File: src/hdl/spr_pkg.sv
// Package of shared types and constants for the sequence pooling block.
package spr_pkg;

   localparam int MAX_FEATURES_DEF = 64;
   localparam int MAX_SEQ_ROWS_DEF = 65535;
   localparam int STORE_DEPTH      = 64;

   localparam int VALUE_W   = 16;
   localparam int POOLED_W  = 32;
   localparam int ROW_W     = 32;
   localparam int FEATURE_W = 6;
   localparam int ROWS_W    = 17;
   localparam int MODE_W    = 3;
   localparam int WIDTH_W   = 7;
   localparam int DIVIDEND_W = 40;
   localparam int DIVISOR_W  = 17;

   localparam logic [ROWS_W-1:0] ROWS_CAP = '1;

   localparam logic [MODE_W-1:0] MODE_MAX   = 3'd0;
   localparam logic [MODE_W-1:0] MODE_LAST  = 3'd1;
   localparam logic [MODE_W-1:0] MODE_FIRST = 3'd2;
   localparam logic [MODE_W-1:0] MODE_SUM   = 3'd3;
   localparam logic [MODE_W-1:0] MODE_AVG   = 3'd4;
   localparam logic [MODE_W-1:0] MODE_SQRT  = 3'd5;

   localparam logic REG_POOL_MODE = 1'b0;
   localparam logic REG_ROW_WIDTH = 1'b1;

   typedef struct packed {
      logic start;
      logic is_sqrt;
   } spr_cmd_type;

   typedef enum logic [5:0] {
      ST_IDLE   = 6'b000001,
      ST_READ   = 6'b000010,
      ST_UPDATE = 6'b000100,
      ST_ROOT   = 6'b001000,
      ST_DIV    = 6'b010000,
      ST_DONE   = 6'b100000
   } spr_state_type;

endpackage

File: src/hdl/spr_if.sv
// Channel interfaces for the input items and the result items.
interface spr_req_if;
   logic                               valid;
   logic                               ready;
   logic signed [spr_pkg::VALUE_W-1:0] value;
   logic                               final_row;
   modport source (output valid, output value, output final_row, input ready);
   modport sink   (input valid, input value, input final_row, output ready);
endinterface

interface spr_rsp_if;
   logic                                valid;
   logic                                ready;
   logic signed [spr_pkg::POOLED_W-1:0] pooled;
   logic [spr_pkg::ROW_W-1:0]           max_row;
   logic [spr_pkg::FEATURE_W-1:0]       feature;
   logic                                last;
   logic                                too_long;
   modport source (output valid, output pooled, output max_row, output feature,
                   output last, output too_long, input ready);
   modport sink   (input valid, input pooled, input max_row, input feature,
                   input last, input too_long, output ready);
endinterface

File: src/hdl/spr_ram.sv
// Generic single write port RAM with registered read.
module spr_ram #(
   parameter int WIDTH = 64,
   parameter int DEPTH = 64
) (
   input  logic                                   clock,
   input  logic                                   we,
   input  logic [(DEPTH > 1 ? $clog2(DEPTH) : 1)-1:0] waddr,
   input  logic [WIDTH-1:0]                       wdata,
   input  logic [(DEPTH > 1 ? $clog2(DEPTH) : 1)-1:0] raddr,
   output logic [WIDTH-1:0]                       rdata
);
   logic [WIDTH-1:0] mem [DEPTH];
   logic [WIDTH-1:0] rdata_ff;

   always_ff @(posedge clock) begin
      if (we) begin
         mem[waddr] <= wdata;
      end
      rdata_ff <= mem[raddr];
   end

   assign rdata = rdata_ff;
endmodule

File: src/hdl/spr_divsqrt.sv
// Shared shift-subtract unit: restoring divide or digit-by-digit square root.
module spr_divsqrt (
   input  logic                                clock,
   input  logic                                reset,
   input  spr_pkg::spr_cmd_type                cmd,
   input  logic [spr_pkg::DIVIDEND_W-1:0]      operand,
   input  logic [spr_pkg::DIVISOR_W-1:0]       divisor,
   output logic                                done,
   output logic [spr_pkg::DIVIDEND_W-1:0]      result
);
   localparam int DW = spr_pkg::DIVIDEND_W;

   logic          busy_ff, busy_in;
   logic          done_ff, done_in;
   logic          sqrt_ff, sqrt_in;
   logic [5:0]    cnt_ff, cnt_in;
   logic [19:0]   rem_ff, rem_in;
   logic [DW-1:0] src_ff, src_in;
   logic [DW-1:0] res_ff, res_in;
   logic [spr_pkg::DIVISOR_W-1:0] div_ff, div_in;
   logic [19:0]   shifted;
   logic [19:0]   trial;
   logic [20:0]   diff;
   logic          fits;

   always_comb begin
      shifted = sqrt_ff ? {rem_ff[17:0], src_ff[DW-1:DW-2]} : {rem_ff[18:0], src_ff[DW-1]};
      trial   = sqrt_ff ? {res_ff[17:0], 2'b01} : {3'b000, div_ff};
      diff    = {1'b0, shifted} - {1'b0, trial};
      fits    = !diff[20];

      busy_in = busy_ff;
      done_in = 1'b0;
      sqrt_in = sqrt_ff;
      cnt_in  = cnt_ff;
      rem_in  = rem_ff;
      src_in  = src_ff;
      res_in  = res_ff;
      div_in  = div_ff;
      if (cmd.start) begin
         busy_in = 1'b1;
         sqrt_in = cmd.is_sqrt;
         cnt_in  = cmd.is_sqrt ? 6'd17 : 6'(DW);
         rem_in  = '0;
         src_in  = operand;
         res_in  = '0;
         div_in  = divisor;
      end else if (busy_ff) begin
         rem_in = fits ? diff[19:0] : shifted;
         res_in = {res_ff[DW-2:0], fits};
         src_in = sqrt_ff ? {src_ff[DW-3:0], 2'b00} : {src_ff[DW-2:0], 1'b0};
         cnt_in = cnt_ff - 6'd1;
         if (cnt_ff == 6'd1) begin
            busy_in = 1'b0;
            done_in = 1'b1;
         end
      end
   end

   always_ff @(posedge clock) begin
      if (reset) begin
         busy_ff <= 1'b0;
         done_ff <= 1'b0;
      end else begin
         busy_ff <= busy_in;
         done_ff <= done_in;
      end
      sqrt_ff <= sqrt_in;
      cnt_ff  <= cnt_in;
      rem_ff  <= rem_in;
      src_ff  <= src_in;
      res_ff  <= res_in;
      div_ff  <= div_in;
   end

   assign done   = done_ff;
   assign result = res_ff;
endmodule

File: src/hdl/sequence_pool_reduce.sv
// Top level of the sequence pooling block: sequencer, column store and CSRs.
// Use: feature elements arrive on req_bus (value, final_row) in row-major
// order, one item per handshake; row_width items make one row. Each item of
// a row flagged final_row gives one result item on rsp_bus carrying the
// pooled value, the row of the first maximum (max mode), the column, a last
// flag for the final column and too_long once the sequence passed
// MAX_SEQ_ROWS rows.
// Flow: each item is read from and written back to the column store in a
// read / update pair, and the next item is accepted only after that pair.
// On a final row the average mode divides on the shared shift-subtract
// unit; the square root mode first extracts a root and then divides by it.
// The unit gives one result bit per cycle.
// Configuration goes through the APB-style csr_ port (pool_mode at 0,
// row_width at 4); only write it while idle: the block does not enforce it.
// Reset clears the sequencer, the row counters and the registers; the
// column store is not cleared. When the receiver stalls, the result waits
// in the output register and the block takes further items until the next
// result needs that register, then holds there.
module sequence_pool_reduce #(
   parameter int MAX_FEATURES = spr_pkg::MAX_FEATURES_DEF,
   parameter int MAX_SEQ_ROWS = spr_pkg::MAX_SEQ_ROWS_DEF
) (
   input  logic        clock,
   input  logic        reset,
   spr_req_if.sink     req_bus,
   spr_rsp_if.source   rsp_bus,
   input  logic        csr_psel,
   input  logic        csr_penable,
   input  logic        csr_pwrite,
   input  logic [2:0]  csr_paddr,
   input  logic [31:0] csr_pwdata,
   output logic [31:0] csr_prdata,
   output logic        csr_pready
);
   localparam int LIMIT = MAX_FEATURES < spr_pkg::STORE_DEPTH ? MAX_FEATURES
                                                              : spr_pkg::STORE_DEPTH;
   localparam int AW = LIMIT > 1 ? $clog2(LIMIT) : 1;
   localparam int FW = spr_pkg::FEATURE_W;
   localparam int RW = spr_pkg::ROWS_W;

   // configuration registers
   logic [spr_pkg::MODE_W-1:0]  pool_mode_ff, pool_mode_in;
   logic [spr_pkg::WIDTH_W-1:0] row_width_ff, row_width_in;
   logic                        csr_write;

   // sequence state
   spr_pkg::spr_state_type      state_ff, state_in;
   logic [FW-1:0]               feature_pos_ff, feature_pos_in;
   logic [RW-1:0]               seq_rows_ff, seq_rows_in;
   logic [spr_pkg::ROW_W-1:0]   global_row_ff, global_row_in;
   logic                        overflow_ff, overflow_in;

   // item held while it is worked on
   logic signed [spr_pkg::VALUE_W-1:0] val_ff, val_in;
   logic                        fin_ff, fin_in;
   logic [FW-1:0]               feat_ff, feat_in;
   logic [spr_pkg::MODE_W-1:0]  mode_ff, mode_in;
   logic                        first_ff, first_in;
   logic [RW-1:0]               n_ff, n_in;
   logic                        long_ff, long_in;
   logic                        rend_ff, rend_in;
   logic signed [31:0]          acc_ff, acc_in;
   logic [spr_pkg::ROW_W-1:0]   best_ff, best_in;
   logic                        neg_ff, neg_in;
   logic signed [31:0]          pool_ff, pool_in;

   // result register
   logic                        rsp_valid_ff, rsp_valid_in;
   logic signed [31:0]          rsp_pooled_ff, rsp_pooled_in;
   logic [spr_pkg::ROW_W-1:0]   rsp_row_ff, rsp_row_in;
   logic [FW-1:0]               rsp_feat_ff, rsp_feat_in;
   logic                        rsp_last_ff, rsp_last_in;
   logic                        rsp_long_ff, rsp_long_in;

   // column store and shared unit
   logic                        ram_we;
   logic [63:0]                 ram_wdata, ram_rdata;
   spr_pkg::spr_cmd_type        unit_cmd;
   logic [spr_pkg::DIVIDEND_W-1:0] unit_operand, unit_result;
   logic [spr_pkg::DIVISOR_W-1:0]  unit_divisor;
   logic                        unit_done;

   // accept-time decode
   logic                        accept;
   logic [FW-1:0]               f_cur;
   logic [spr_pkg::WIDTH_W-1:0] w_cur;
   logic [RW-1:0]               n_cur;

   // update-time values
   logic signed [31:0]          acc_old, acc_new;
   logic [spr_pkg::ROW_W-1:0]   best_old, best_new;
   logic signed [32:0]          sum_wide;
   logic [31:0]                 mag;
   logic [31:0]                 quot;
   logic                        out_free;

   spr_ram #(.WIDTH(64), .DEPTH(LIMIT)) u_store (
      .clock (clock),
      .we    (ram_we),
      .waddr (feat_ff[AW-1:0]),
      .wdata (ram_wdata),
      .raddr (feat_ff[AW-1:0]),
      .rdata (ram_rdata)
   );

   spr_divsqrt u_unit (
      .clock   (clock),
      .reset   (reset),
      .cmd     (unit_cmd),
      .operand (unit_operand),
      .divisor (unit_divisor),
      .done    (unit_done),
      .result  (unit_result)
   );

   // CSR port: decode on the word address bit alone
   assign csr_pready = 1'b1;
   assign csr_write  = csr_psel && csr_penable && csr_pwrite;

   always_comb begin
      pool_mode_in = pool_mode_ff;
      row_width_in = row_width_ff;
      if (csr_write) begin
         case (csr_paddr[2])
            spr_pkg::REG_POOL_MODE: pool_mode_in = csr_pwdata[spr_pkg::MODE_W-1:0];
            spr_pkg::REG_ROW_WIDTH: row_width_in = csr_pwdata[spr_pkg::WIDTH_W-1:0];
            default: ;
         endcase
      end
   end

   always_comb begin
      case (csr_paddr[2])
         spr_pkg::REG_POOL_MODE: csr_prdata = {29'd0, pool_mode_ff};
         spr_pkg::REG_ROW_WIDTH: csr_prdata = {25'd0, row_width_ff};
         default:                csr_prdata = '0;
      endcase
   end

   assign req_bus.ready = (state_ff == spr_pkg::ST_IDLE);
   assign accept        = req_bus.valid && req_bus.ready;
   assign out_free      = !rsp_valid_ff || rsp_bus.ready;

   // decode the item against the current column and row count
   always_comb begin
      f_cur = (32'(feature_pos_ff) >= LIMIT) ? '0 : feature_pos_ff;
      w_cur = (row_width_ff == '0) ? 7'd1 : row_width_ff;
      if (32'(w_cur) > LIMIT) begin
         w_cur = 7'(LIMIT);
      end
      n_cur = (seq_rows_ff == spr_pkg::ROWS_CAP) ? seq_rows_ff : seq_rows_ff + 1'b1;
   end

   // column update
   always_comb begin
      acc_old  = ram_rdata[31:0];
      best_old = ram_rdata[63:32];
      sum_wide = 33'(acc_old) + 33'(val_ff);
      acc_new  = acc_old;
      best_new = best_old;
      case (mode_ff)
         spr_pkg::MODE_MAX: begin
            if (first_ff || 32'(val_ff) > acc_old) begin
               acc_new  = 32'(val_ff);
               best_new = global_row_ff;
            end
         end
         spr_pkg::MODE_LAST: acc_new = 32'(val_ff);
         spr_pkg::MODE_FIRST: begin
            if (first_ff) begin
               acc_new = 32'(val_ff);
            end
         end
         default: begin
            if (first_ff) begin
               acc_new = 32'(val_ff);
            end else if (sum_wide[32] != sum_wide[31]) begin
               acc_new = sum_wide[32] ? 32'sh8000_0000 : 32'sh7FFF_FFFF;
            end else begin
               acc_new = sum_wide[31:0];
            end
         end
      endcase
      mag  = acc_new[31] ? 32'(-acc_new) : 32'(acc_new);
      quot = unit_result[31:0];
   end

   assign ram_we    = (state_ff == spr_pkg::ST_UPDATE);
   assign ram_wdata = {best_new, acc_new};

   // sequencer
   always_comb begin
      state_in       = state_ff;
      feature_pos_in = feature_pos_ff;
      seq_rows_in    = seq_rows_ff;
      global_row_in  = global_row_ff;
      overflow_in    = overflow_ff;
      val_in   = val_ff;
      fin_in   = fin_ff;
      feat_in  = feat_ff;
      mode_in  = mode_ff;
      first_in = first_ff;
      n_in     = n_ff;
      long_in  = long_ff;
      rend_in  = rend_ff;
      acc_in   = acc_ff;
      best_in  = best_ff;
      neg_in   = neg_ff;
      pool_in  = pool_ff;
      unit_cmd     = '0;
      unit_operand = {8'd0, mag};
      unit_divisor = n_ff;
      rsp_valid_in  = rsp_valid_ff && !rsp_bus.ready;
      rsp_pooled_in = rsp_pooled_ff;
      rsp_row_in    = rsp_row_ff;
      rsp_feat_in   = rsp_feat_ff;
      rsp_last_in   = rsp_last_ff;
      rsp_long_in   = rsp_long_ff;

      case (state_ff)
         spr_pkg::ST_IDLE: begin
            if (accept) begin
               // latch the item and everything it needs from the counters
               val_in   = req_bus.value;
               fin_in   = req_bus.final_row;
               feat_in  = f_cur;
               mode_in  = (pool_mode_ff > spr_pkg::MODE_SQRT) ? spr_pkg::MODE_MAX
                                                              : pool_mode_ff;
               first_in = (seq_rows_ff == '0);
               n_in     = n_cur;
               long_in  = overflow_ff || (n_cur > RW'(MAX_SEQ_ROWS));
               rend_in  = (7'(f_cur) + 7'd1) >= w_cur;
               state_in = spr_pkg::ST_READ;
            end
         end
         spr_pkg::ST_READ: begin
            state_in = spr_pkg::ST_UPDATE;
         end
         spr_pkg::ST_UPDATE: begin
            acc_in  = acc_new;
            best_in = best_new;
            neg_in  = acc_new[31];
            pool_in = acc_new;
            // advance the column and row counters
            if (rend_ff) begin
               feature_pos_in = '0;
               global_row_in  = global_row_ff + 1'b1;
               if (fin_ff) begin
                  seq_rows_in = '0;
                  overflow_in = 1'b0;
               end else begin
                  if (seq_rows_ff != spr_pkg::ROWS_CAP) begin
                     seq_rows_in = seq_rows_ff + 1'b1;
                  end
                  if (seq_rows_in > RW'(MAX_SEQ_ROWS)) begin
                     overflow_in = 1'b1;
                  end
               end
            end else begin
               feature_pos_in = feat_ff + 1'b1;
            end
            if (!fin_ff) begin
               state_in = spr_pkg::ST_IDLE;
            end else if (mode_ff == spr_pkg::MODE_AVG) begin
               unit_cmd.start = 1'b1;
               state_in       = spr_pkg::ST_DIV;
            end else if (mode_ff == spr_pkg::MODE_SQRT) begin
               unit_cmd.start   = 1'b1;
               unit_cmd.is_sqrt = 1'b1;
               unit_operand     = {1'b0, n_ff, 22'd0};
               state_in         = spr_pkg::ST_ROOT;
            end else begin
               state_in = spr_pkg::ST_DONE;
            end
         end
         spr_pkg::ST_ROOT: begin
            // root ready: divide the scaled magnitude by it
            if (unit_done) begin
               unit_cmd.start = 1'b1;
               unit_operand   = {(acc_ff[31] ? 32'(-acc_ff) : 32'(acc_ff)), 8'd0};
               unit_divisor   = unit_result[spr_pkg::DIVISOR_W-1:0];
               state_in       = spr_pkg::ST_DIV;
            end
         end
         spr_pkg::ST_DIV: begin
            if (unit_done) begin
               pool_in  = neg_ff ? 32'(-quot) : 32'(quot);
               state_in = spr_pkg::ST_DONE;
            end
         end
         spr_pkg::ST_DONE: begin
            // hold until the output register is free
            if (out_free) begin
               rsp_valid_in  = 1'b1;
               rsp_pooled_in = pool_ff;
               rsp_row_in    = (mode_ff == spr_pkg::MODE_MAX) ? best_ff : '0;
               rsp_feat_in   = feat_ff;
               rsp_last_in   = rend_ff;
               rsp_long_in   = long_ff;
               state_in      = spr_pkg::ST_IDLE;
            end
         end
         default: state_in = spr_pkg::ST_IDLE;
      endcase
   end

   always_ff @(posedge clock) begin
      if (reset) begin
         state_ff       <= spr_pkg::ST_IDLE;
         feature_pos_ff <= '0;
         seq_rows_ff    <= '0;
         global_row_ff  <= '0;
         overflow_ff    <= 1'b0;
         pool_mode_ff   <= spr_pkg::MODE_MAX;
         row_width_ff   <= 7'd1;
         rsp_valid_ff   <= 1'b0;
      end else begin
         state_ff       <= state_in;
         feature_pos_ff <= feature_pos_in;
         seq_rows_ff    <= seq_rows_in;
         global_row_ff  <= global_row_in;
         overflow_ff    <= overflow_in;
         pool_mode_ff   <= pool_mode_in;
         row_width_ff   <= row_width_in;
         rsp_valid_ff   <= rsp_valid_in;
      end
      val_ff   <= val_in;
      fin_ff   <= fin_in;
      feat_ff  <= feat_in;
      mode_ff  <= mode_in;
      first_ff <= first_in;
      n_ff     <= n_in;
      long_ff  <= long_in;
      rend_ff  <= rend_in;
      acc_ff   <= acc_in;
      best_ff  <= best_in;
      neg_ff   <= neg_in;
      pool_ff  <= pool_in;
      rsp_pooled_ff <= rsp_pooled_in;
      rsp_row_ff    <= rsp_row_in;
      rsp_feat_ff   <= rsp_feat_in;
      rsp_last_ff   <= rsp_last_in;
      rsp_long_ff   <= rsp_long_in;
   end

   assign rsp_bus.valid    = rsp_valid_ff;
   assign rsp_bus.pooled   = rsp_pooled_ff;
   assign rsp_bus.max_row  = rsp_row_ff;
   assign rsp_bus.feature  = rsp_feat_ff;
   assign rsp_bus.last     = rsp_last_ff;
   assign rsp_bus.too_long = rsp_long_ff;
endmodule

File: src/flat_wrapper.sv
// flat-port wrapper written by rule: the top's interface ports become plain ports
module sequence_pool_reduce_flat 
#(
   parameter int MAX_FEATURES = spr_pkg::MAX_FEATURES_DEF,
   parameter int MAX_SEQ_ROWS = spr_pkg::MAX_SEQ_ROWS_DEF
)
  (clock, reset, csr_psel, csr_penable, csr_pwrite, csr_paddr, csr_pwdata, csr_prdata, csr_pready, req_bus_valid, req_bus_value, req_bus_final_row, req_bus_ready, rsp_bus_valid, rsp_bus_pooled, rsp_bus_max_row, rsp_bus_feature, rsp_bus_last, rsp_bus_too_long, rsp_bus_ready);
  spr_req_if req_bus_i ();
  spr_rsp_if rsp_bus_i ();
  input  logic clock;
  input  logic reset;
  input  logic csr_psel;
  input  logic csr_penable;
  input  logic csr_pwrite;
  input  logic [2:0] csr_paddr;
  input  logic [31:0] csr_pwdata;
  output logic [31:0] csr_prdata;
  output logic csr_pready;
  input wire logic [$bits(req_bus_i.valid)-1:0] req_bus_valid;
  input wire logic [$bits(req_bus_i.value)-1:0] req_bus_value;
  input wire logic [$bits(req_bus_i.final_row)-1:0] req_bus_final_row;
  output wire logic [$bits(req_bus_i.ready)-1:0] req_bus_ready;
  output wire logic [$bits(rsp_bus_i.valid)-1:0] rsp_bus_valid;
  output wire logic [$bits(rsp_bus_i.pooled)-1:0] rsp_bus_pooled;
  output wire logic [$bits(rsp_bus_i.max_row)-1:0] rsp_bus_max_row;
  output wire logic [$bits(rsp_bus_i.feature)-1:0] rsp_bus_feature;
  output wire logic [$bits(rsp_bus_i.last)-1:0] rsp_bus_last;
  output wire logic [$bits(rsp_bus_i.too_long)-1:0] rsp_bus_too_long;
  input wire logic [$bits(rsp_bus_i.ready)-1:0] rsp_bus_ready;
  assign req_bus_i.valid = req_bus_valid;
  assign req_bus_i.value = req_bus_value;
  assign req_bus_i.final_row = req_bus_final_row;
  assign req_bus_ready = req_bus_i.ready;
  assign rsp_bus_valid = rsp_bus_i.valid;
  assign rsp_bus_pooled = rsp_bus_i.pooled;
  assign rsp_bus_max_row = rsp_bus_i.max_row;
  assign rsp_bus_feature = rsp_bus_i.feature;
  assign rsp_bus_last = rsp_bus_i.last;
  assign rsp_bus_too_long = rsp_bus_i.too_long;
  assign rsp_bus_i.ready = rsp_bus_ready;
  sequence_pool_reduce #(.MAX_FEATURES(MAX_FEATURES), .MAX_SEQ_ROWS(MAX_SEQ_ROWS)) u_core (.clock(clock), .reset(reset), .req_bus(req_bus_i), .rsp_bus(rsp_bus_i), .csr_psel(csr_psel), .csr_penable(csr_penable), .csr_pwrite(csr_pwrite), .csr_paddr(csr_paddr), .csr_pwdata(csr_pwdata), .csr_prdata(csr_prdata), .csr_pready(csr_pready));
endmodule
File: config.mk
export PLATFORM = sky130hd
export DESIGN_NAME = sequence_pool_reduce_flat
export DESIGN_NICKNAME = d
export VERILOG_FILES = /design/src/hdl/spr_pkg.sv /design/src/hdl/spr_if.sv /design/src/hdl/spr_ram.sv /design/src/hdl/spr_divsqrt.sv /design/src/hdl/sequence_pool_reduce.sv /design/src/flat_wrapper.sv
export SDC_FILE = /design/constraint.sdc
export NUM_CORES = 2
export LEC_CHECK = 0
export BUFFER_PORTS_ARGS = -buffer_cell sky130_fd_sc_hd__buf_2
export CAP_MARGIN = 20
export CELL_PAD_IN_SITES_DETAIL_PLACEMENT = 0
export CELL_PAD_IN_SITES_GLOBAL_PLACEMENT = 1
export CORE_UTILIZATION = 30
export DETAILED_ROUTE_END_ITERATION = 10
export PLACE_DENSITY_LB_ADDON = 0.1
export SKIP_LAST_GASP = 1
export SYNTH_ARGS = -nofsm -noshare
export SYNTH_HDL_FRONTEND = slang
export SYNTH_SLANG_ARGS = --single-unit
export TNS_END_PERCENT = 1
File: constraint.sdc
create_clock -name clock -period 7.5 [get_ports clock]
set_input_delay 0.75 -clock clock [delete_from_list [all_inputs] [get_ports clock]]
set_output_delay 0.75 -clock clock [all_outputs]
set_load 0.01 [all_outputs]
======== Word-level counts from Yosys, hierarchy flattened ========
Memories as Yosys holds them, arrays and structs flattened. A register that Yosys moved wholly into a read port is not among the register bits.
Cells that the tools add are included.
storage, ports and cells
  memories ................................ 1
  bits of input ports ..................... 59
  RAM bits ................................ 4,096
  register bits ........................... 405
  output and inout bits ................... 107
operators by class
  reductions and logical operators ........ 25
  add/subtract/negate cells ............... 10
  bitwise operators ....................... 2
  multiplexer cells ....................... 64
  magnitude comparators ................... 6
  equality and inequality tests ........... 18
memories
  name                words  bits a word  rd ports  clocked after Yosys merged registers in  wr ports  line           RTL
  u_core.u_store.mem  64     64           1         1                                        1         spr_ram.sv:13  logic [WIDTH-1:0] mem [DEPTH];
operators with widths
  operator               number
  $mux 32                11
  $mux 40                6
  $mux 17                8
  $pmux 32 s2            2
  $neg 32->32            3
  $pmux 32 s3            1
  $pmux 40 s2            1
  $mux 6                 11
  $mux 20                2
  $mux 39                1
  $pmux 6 s6             1
  $gt 17x16->1 const B   2
  $add 32x16->33         1
  $add 32x1->32 const B  1
  $gt 16x32->1           1
  $sub 20x20->21         1
  $mux 19                1
  $add 17x1->17 const B  1
  $eq 17x17->1 const B   1
  $logic_not 17->1       1
  $ne 17x17->1 const B   1
  $mux 1                 14
  $mux 7                 2
  $eq 6x1->1 const B     2
  other kinds (30)       49

======== Depth between registers and ports, before layout ========
  depth in word-level cells ............... 12
  depth in mapped cells ................... 22
  depth with buffers taken out ............ 18

======== Hierarchy ========
Synthesis repeated with hierarchy kept, for this count alone.
second synthesis, totals
  cell total of the unflattened synthesis .. 9,218
  area, all modules ....................... 181,308.9 sq um
modules (own cells, without submodules)
  module                seq. area each (sq um)  times used  cells each  area an instance (sq um)
  spr_ram               124,279.2               1           6,598       156,361.2
  sequence_pool_reduce  7,887.6                 1           1,999       18,423.9
  spr_divsqrt           3,143.0                 1           621         6,523.8

======== Least setup slack after synthesis ========
No wires, ideal clock.
  kind .................................... reg-to-reg
  start point ............................. register u_core.val_ff[15] (netlist bit)
  end point ............................... register u_core.u_unit.src_ff[24] (data pin)
  stages on the path, launching flop included .. 16
  arrival ................................. 6.887 ns
  required time ........................... 7.244 ns
  setup slack ............................. 0.357 ns
  setup time .............................. 0.256 ns
  cell sequence ........................... edfxtp_1 ha_1 clkbuf_1 or4_4 or4_1 nor3_2 nor4_1 a2111oi_2 inv_1 ha_1 inv_1 nor3_2 nand2_2 o21ai_1 xnor2_1 a31o_2
on the way
  longest elaborated chain between the ends .. 12
  elaborated cells between the ends (all ways) .. 18
  those cells by class .................... add/sub (2); order compare (1); eq/ne (1); mux (13); reduce/logical (1)
RTL lines
  item                                          line                                                      RTL
  start: declaration                            sequence_pool_reduce.sv:54                                logic signed [spr_pkg::VALUE_W-1:0] val_ff, val_in;
  start signal: assignment                      sequence_pool_reduce.sv:327                               val_ff <= val_in;
  $add 32x16->33                                sequence_pool_reduce.sv:158                               sum_wide = 33'(acc_old) + 33'(val_ff);
  $mux 32 / $ne 1x1->1 (equally long branches)  sequence_pool_reduce.sv:178, sequence_pool_reduce.sv:177
  $mux 32                                       sequence_pool_reduce.sv:177                               end else if (sum_wide[32] != sum_wide[31]) begin
  $mux 32                                       sequence_pool_reduce.sv:175                               if (first_ff) begin
  $pmux 32 s3 (*)                               sequence_pool_reduce.sv:161                               case (mode_ff)
  named net u_core.acc_new[1]                   sequence_pool_reduce.sv:90                                logic signed [31:0] acc_old, acc_new;
  $neg 32->32 (*)                               sequence_pool_reduce.sv:184                               mag = acc_new[31] ? 32'(-acc_new) : 32'(acc_new);
  $mux 32 (*)                                   sequence_pool_reduce.sv:184
  $mux 39                                       sequence_pool_reduce.sv:267                               end else if (mode_ff == spr_pkg::MODE_SQRT) begin
  $mux 40                                       sequence_pool_reduce.sv:264                               end else if (mode_ff == spr_pkg::MODE_AVG) begin
  $mux 40                                       sequence_pool_reduce.sv:262                               if (!fin_ff) begin
  $pmux 40 s2 (*)                               sequence_pool_reduce.sv:220                               case (state_ff)
  $mux 40 (*)                                   spr_divsqrt.sv:40                                         if (cmd.start) begin
  named net u_core.u_unit.src_in[24]            spr_divsqrt.sv:18                                         logic [DW-1:0] src_ff, src_in;
  end signal: assignment                        spr_divsqrt.sv:71                                         src_ff <= src_in;
  end: declaration                              spr_divsqrt.sv:18
Mark *: on every way through the listed nets, which the timed path passes. The rest lies on a longest branch.
A chain may end at the register's enable or synchronous reset.

======== Worst setup path after layout ========
  start point ............................. register u_core.val_ff[15] (netlist bit)
  end point ............................... register u_core.u_unit.src_ff[30] (data pin)
on the way
  longest elaborated chain between the ends .. 12
  elaborated cells between the ends (all ways) .. 18
  those cells by class .................... add/sub (2); order compare (1); eq/ne (1); mux (13); reduce/logical (1)
RTL lines
  item                                          line
  $add 32x16->33                                sequence_pool_reduce.sv:158
  $mux 32 / $ne 1x1->1 (equally long branches)  sequence_pool_reduce.sv:178, sequence_pool_reduce.sv:177
  $mux 32                                       sequence_pool_reduce.sv:177
  $mux 32                                       sequence_pool_reduce.sv:175
  $pmux 32 s3 (*)                               sequence_pool_reduce.sv:161
  $neg 32->32                                   sequence_pool_reduce.sv:184
  $mux 32 (*)                                   sequence_pool_reduce.sv:184
  $mux 39                                       sequence_pool_reduce.sv:267
  $mux 40                                       sequence_pool_reduce.sv:264
  $mux 40                                       sequence_pool_reduce.sv:262
  $pmux 40 s2 (*)                               sequence_pool_reduce.sv:220
  $mux 40 (*)                                   spr_divsqrt.sv:40
  named net u_core.u_unit.src_in[30]            spr_divsqrt.sv:18
Marked as above.

==> metrics.txt <==
outcome=finished, final reports clean; Core Util, Final=35.41%; final setup violating endpoints=0; library cells used by synthesis=113; vias per cell=5.660; P_leak=0.06279 µW; Max Slew Vio Count=0; # nets final=10.75k; CTS root buffer=clkbuf_16; GPL Wtd Cong=0.7932; Post-DP HPWL=385.0 mm; Tmin final=6.037 ns; drt drc=0; via count=105.2k; Reg2Reg Depth=15; Avg Cell Area, Syn=17.02 µm²; Worst Skew=0.06656 ns; clock sinks=4564; sequential-to-total area share from yosys stat=78.54%; deepest clock path buffer count=4; Worst Hold Class=in -> reg; proportion of layout cells with a drive suffix above 1=14.09%; First DRT Iteration DRCs=12.88k; total CTS buffers=526; first-pass GRT wire length=935.7 mm; area leader, netlist=edfxtp_1; commonest register cell after synthesis=edfxtp_1; WP data required=8.31 ns; area of the multi-input gates=0.03471 mm²; ys async rst share=0%; Sequential cell area=0.1352 mm²; vias in the first global route=102.5k; share of the synthesized area in the top cell type=76.33%; Final TNS setup=0 ns; Pre-antenna DRT Iters=6; yosys warns=0; maximum VDD drop=0.2683 mV; die width=759.4 µm; post-synthesis cell count=10.11k; Post-Route WL=707.0 mm; CTS H-tree lvls=6; initial antenna violation count=75; Global Route Usage Sum=23.58%; IO Port Bufs=112; number of synthesized flops with an enable pin=4374; Final Cycle Share=80.49%; top cells by area, synth=edfxtp_1 (76%), a22oi_1 (5.6%), dfxtp_1 (2.2%); DR WL/cell=38.03 µm; CP Class=reg -> reg; I/O pin count=166; largest net degree at the start of global routing=99; Worst Hold Depth=2; worst-path maximum fanout=18; max frequency=0.1657 GHz; crit start category=flip-flop; Synth top cells by count=edfxtp_1 (4374), a22oi_1 (1282), clkbuf_1 (583); die footprint=0.5766 mm²; P&R area growth vs syn=17.31%; Pwr Density=315.7 mW/mm²; Max Cap Viol=0; critical path endpoint category=flip-flop; Die Ht=759.4 µm; most common cell in the netlist=edfxtp_1; Data arrival, critical path=6.85 ns; Hold Vio Cnt, Final=0; Worst-Margin Slew=1.233 ns; #FFs+latches synth=4564; Placed Instances=17.55k; Rows=277; Slew headroom=17.59%; Filler cells=53.57k; GRT overflow=0; Initial Utilization=30.18%; Post-Layout Cell Count=18.59k; core footprint=0.5701 mm²; unrepaired setup endpoints after global routing=no; worst-skew pair later-pin latency=1.11 ns; TritonCTS clock tree=done; Final ANT Viol Nets=0; Reg clk slew, reported paths=0.06 ns; Syn Std Cell Area=0.1721 mm²
-- critical path: stages, from the launching register on --
cell	delay, ns
edfxtp_1	0.57
buf_4	0.30
ha_1	0.44
nand4_1	0.27
nor4_2	0.51
o41ai_2	0.23
o2111a_1	0.55
a21boi_1	0.71
a21oi_1	0.11
o32ai_2	0.39
nand3_1	0.38
nor3_4	0.31
nand4b_4	0.20
o41ai_2	0.50
xor2_1	0.19
a21oi_1	0.09
-- layout make-up --
class | instances | area share, %
diodes | 46 | 0.05702
clock buffers | 693 | 7.000
clock inverters | 253 | 1.152
inverters | 110 | 0.2064
multi-input cells | 4780 | 17.19
flip-flops and latches | 4564 | 66.95
well taps | 7533 | 4.669
repair buffers | 609 | 2.771
-- layer usage --
metal	GRT usage (%)	wire, µm
met1	32.95	308700
met2	38.87	334800
met3	3.463	46630
met4	5.349	16690
met5	0	110
-- cell families (layout without fill, tap and decap cells) --
kind of cell	count (synthesis)	after routing	synth area share [%]
DFF	4564	4564	78.54
AOI/OAI and AO/OA	3167	3167	13.62
and+or+nand+nor	1145	1145	3.391
buffers and inverters	791	1665	1.800
xor gates and xnor gates	176	176	0.8958
muxes	162	162	0.9874
adders and majority gates	104	104	0.7642
other	2	72	0.004364
-- stage by stage --
| step | total power [µW] | setup slack [ns] | area, µm² | hold WS (ns) |
|---|---|---|---|---|
| after floorplan | 35350 | 0.3573 | 172200 | 0.4003 |
| after global placement | 39140 | 1.449 | 184500 | 0.4049 |
| after detailed placement | 39270 | 1.484 | 184700 | 0.4045 |
| after CTS | 64080 | 1.427 | 201400 | 0.05660 |
| after global routing | 65670 | 1.077 | 201800 | 0.1323 |
| final | 63730 | 1.463 | 201900 | 0.1460 |
-- layout by cell type, fill, tap and decap left out, types with 21 or more instances in the layout --
cell type / instances
nand4_1: 151
nand2b_1: 21
dfxtp_1: 189
clkinv_1: 92
nand2_1: 274
a22oi_1: 1282
a221oi_1: 399
nand3_1: 102
xor2_1: 72
buf_4: 374
clkbuf_1: 143
bufinv_16: 23
inv_1: 88
nor2_4: 67
ha_1: 101
nor3_1: 39
nor2_1: 207
xnor2_1: 104
mux2_2: 62
o31ai_1: 38
buf_2: 112
mux2i_1: 100
buf_12: 94
a31oi_1: 403
conb_1: 26
a21oi_1: 270
nor4_1: 81
clkbuf_16: 535
a22o_1: 394
dlygate4sd3_1: 25
diode_2: 46
clkinv_2: 80
and2_1: 45
nor2b_1: 23
o21ai_0: 181
o221ai_1: 21
or3_1: 32
edfxtp_1: 4374
-- where the power goes --
| part | total (µW) | switching, µW | internal, µW |
|---|---|---|---|
| combinational | 8470 | 6400 | 2070 |
| clock | 24800 | 10700 | 14200 |
| sequential | 30400 | 219 | 30200 |
-- registers in the layout (all words and copies together) (netlist names), 19 cells and up --
| register | flops |
|---|---|
| u_core.best_ff | 32 |
| u_core.u_unit.result | 32 |
| u_core.rsp_bus.pooled | 32 |
| u_core.u_unit.rem_ff | 19 |
| u_core.u_store.rdata | 64 |
| u_core.global_row_ff | 32 |
| u_core.rsp_bus.max_row | 32 |
| u_core.acc_ff | 31 |
| u_core.pool_ff | 32 |
| u_core.u_store.mem | 4096 |
| u_core.u_unit.src_ff | 40 |
-- repair_timing --
action / 4_1_cts / 5_1_grt
resized for setup: 0 / 0
buffers inserted: 0 / 0
hold endpoints to repair: 28 / 0
hold buffers: 25 / 0
-- path summary, 6_finish.rpt --
kind,startpoint,to,slack (ns)
setup / recovery,u_core.val_ff[15],u_core.u_unit.src_ff[30],1.46
hold reg to reg,u_core.pool_ff[12],u_core.rsp_bus.pooled[12],0.42
setup reg to reg,u_core.val_ff[15],u_core.u_unit.src_ff[30],1.46
hold / removal,reset,u_core.seq_rows_ff[4],0.15
(Power assumes the default switching activity.)
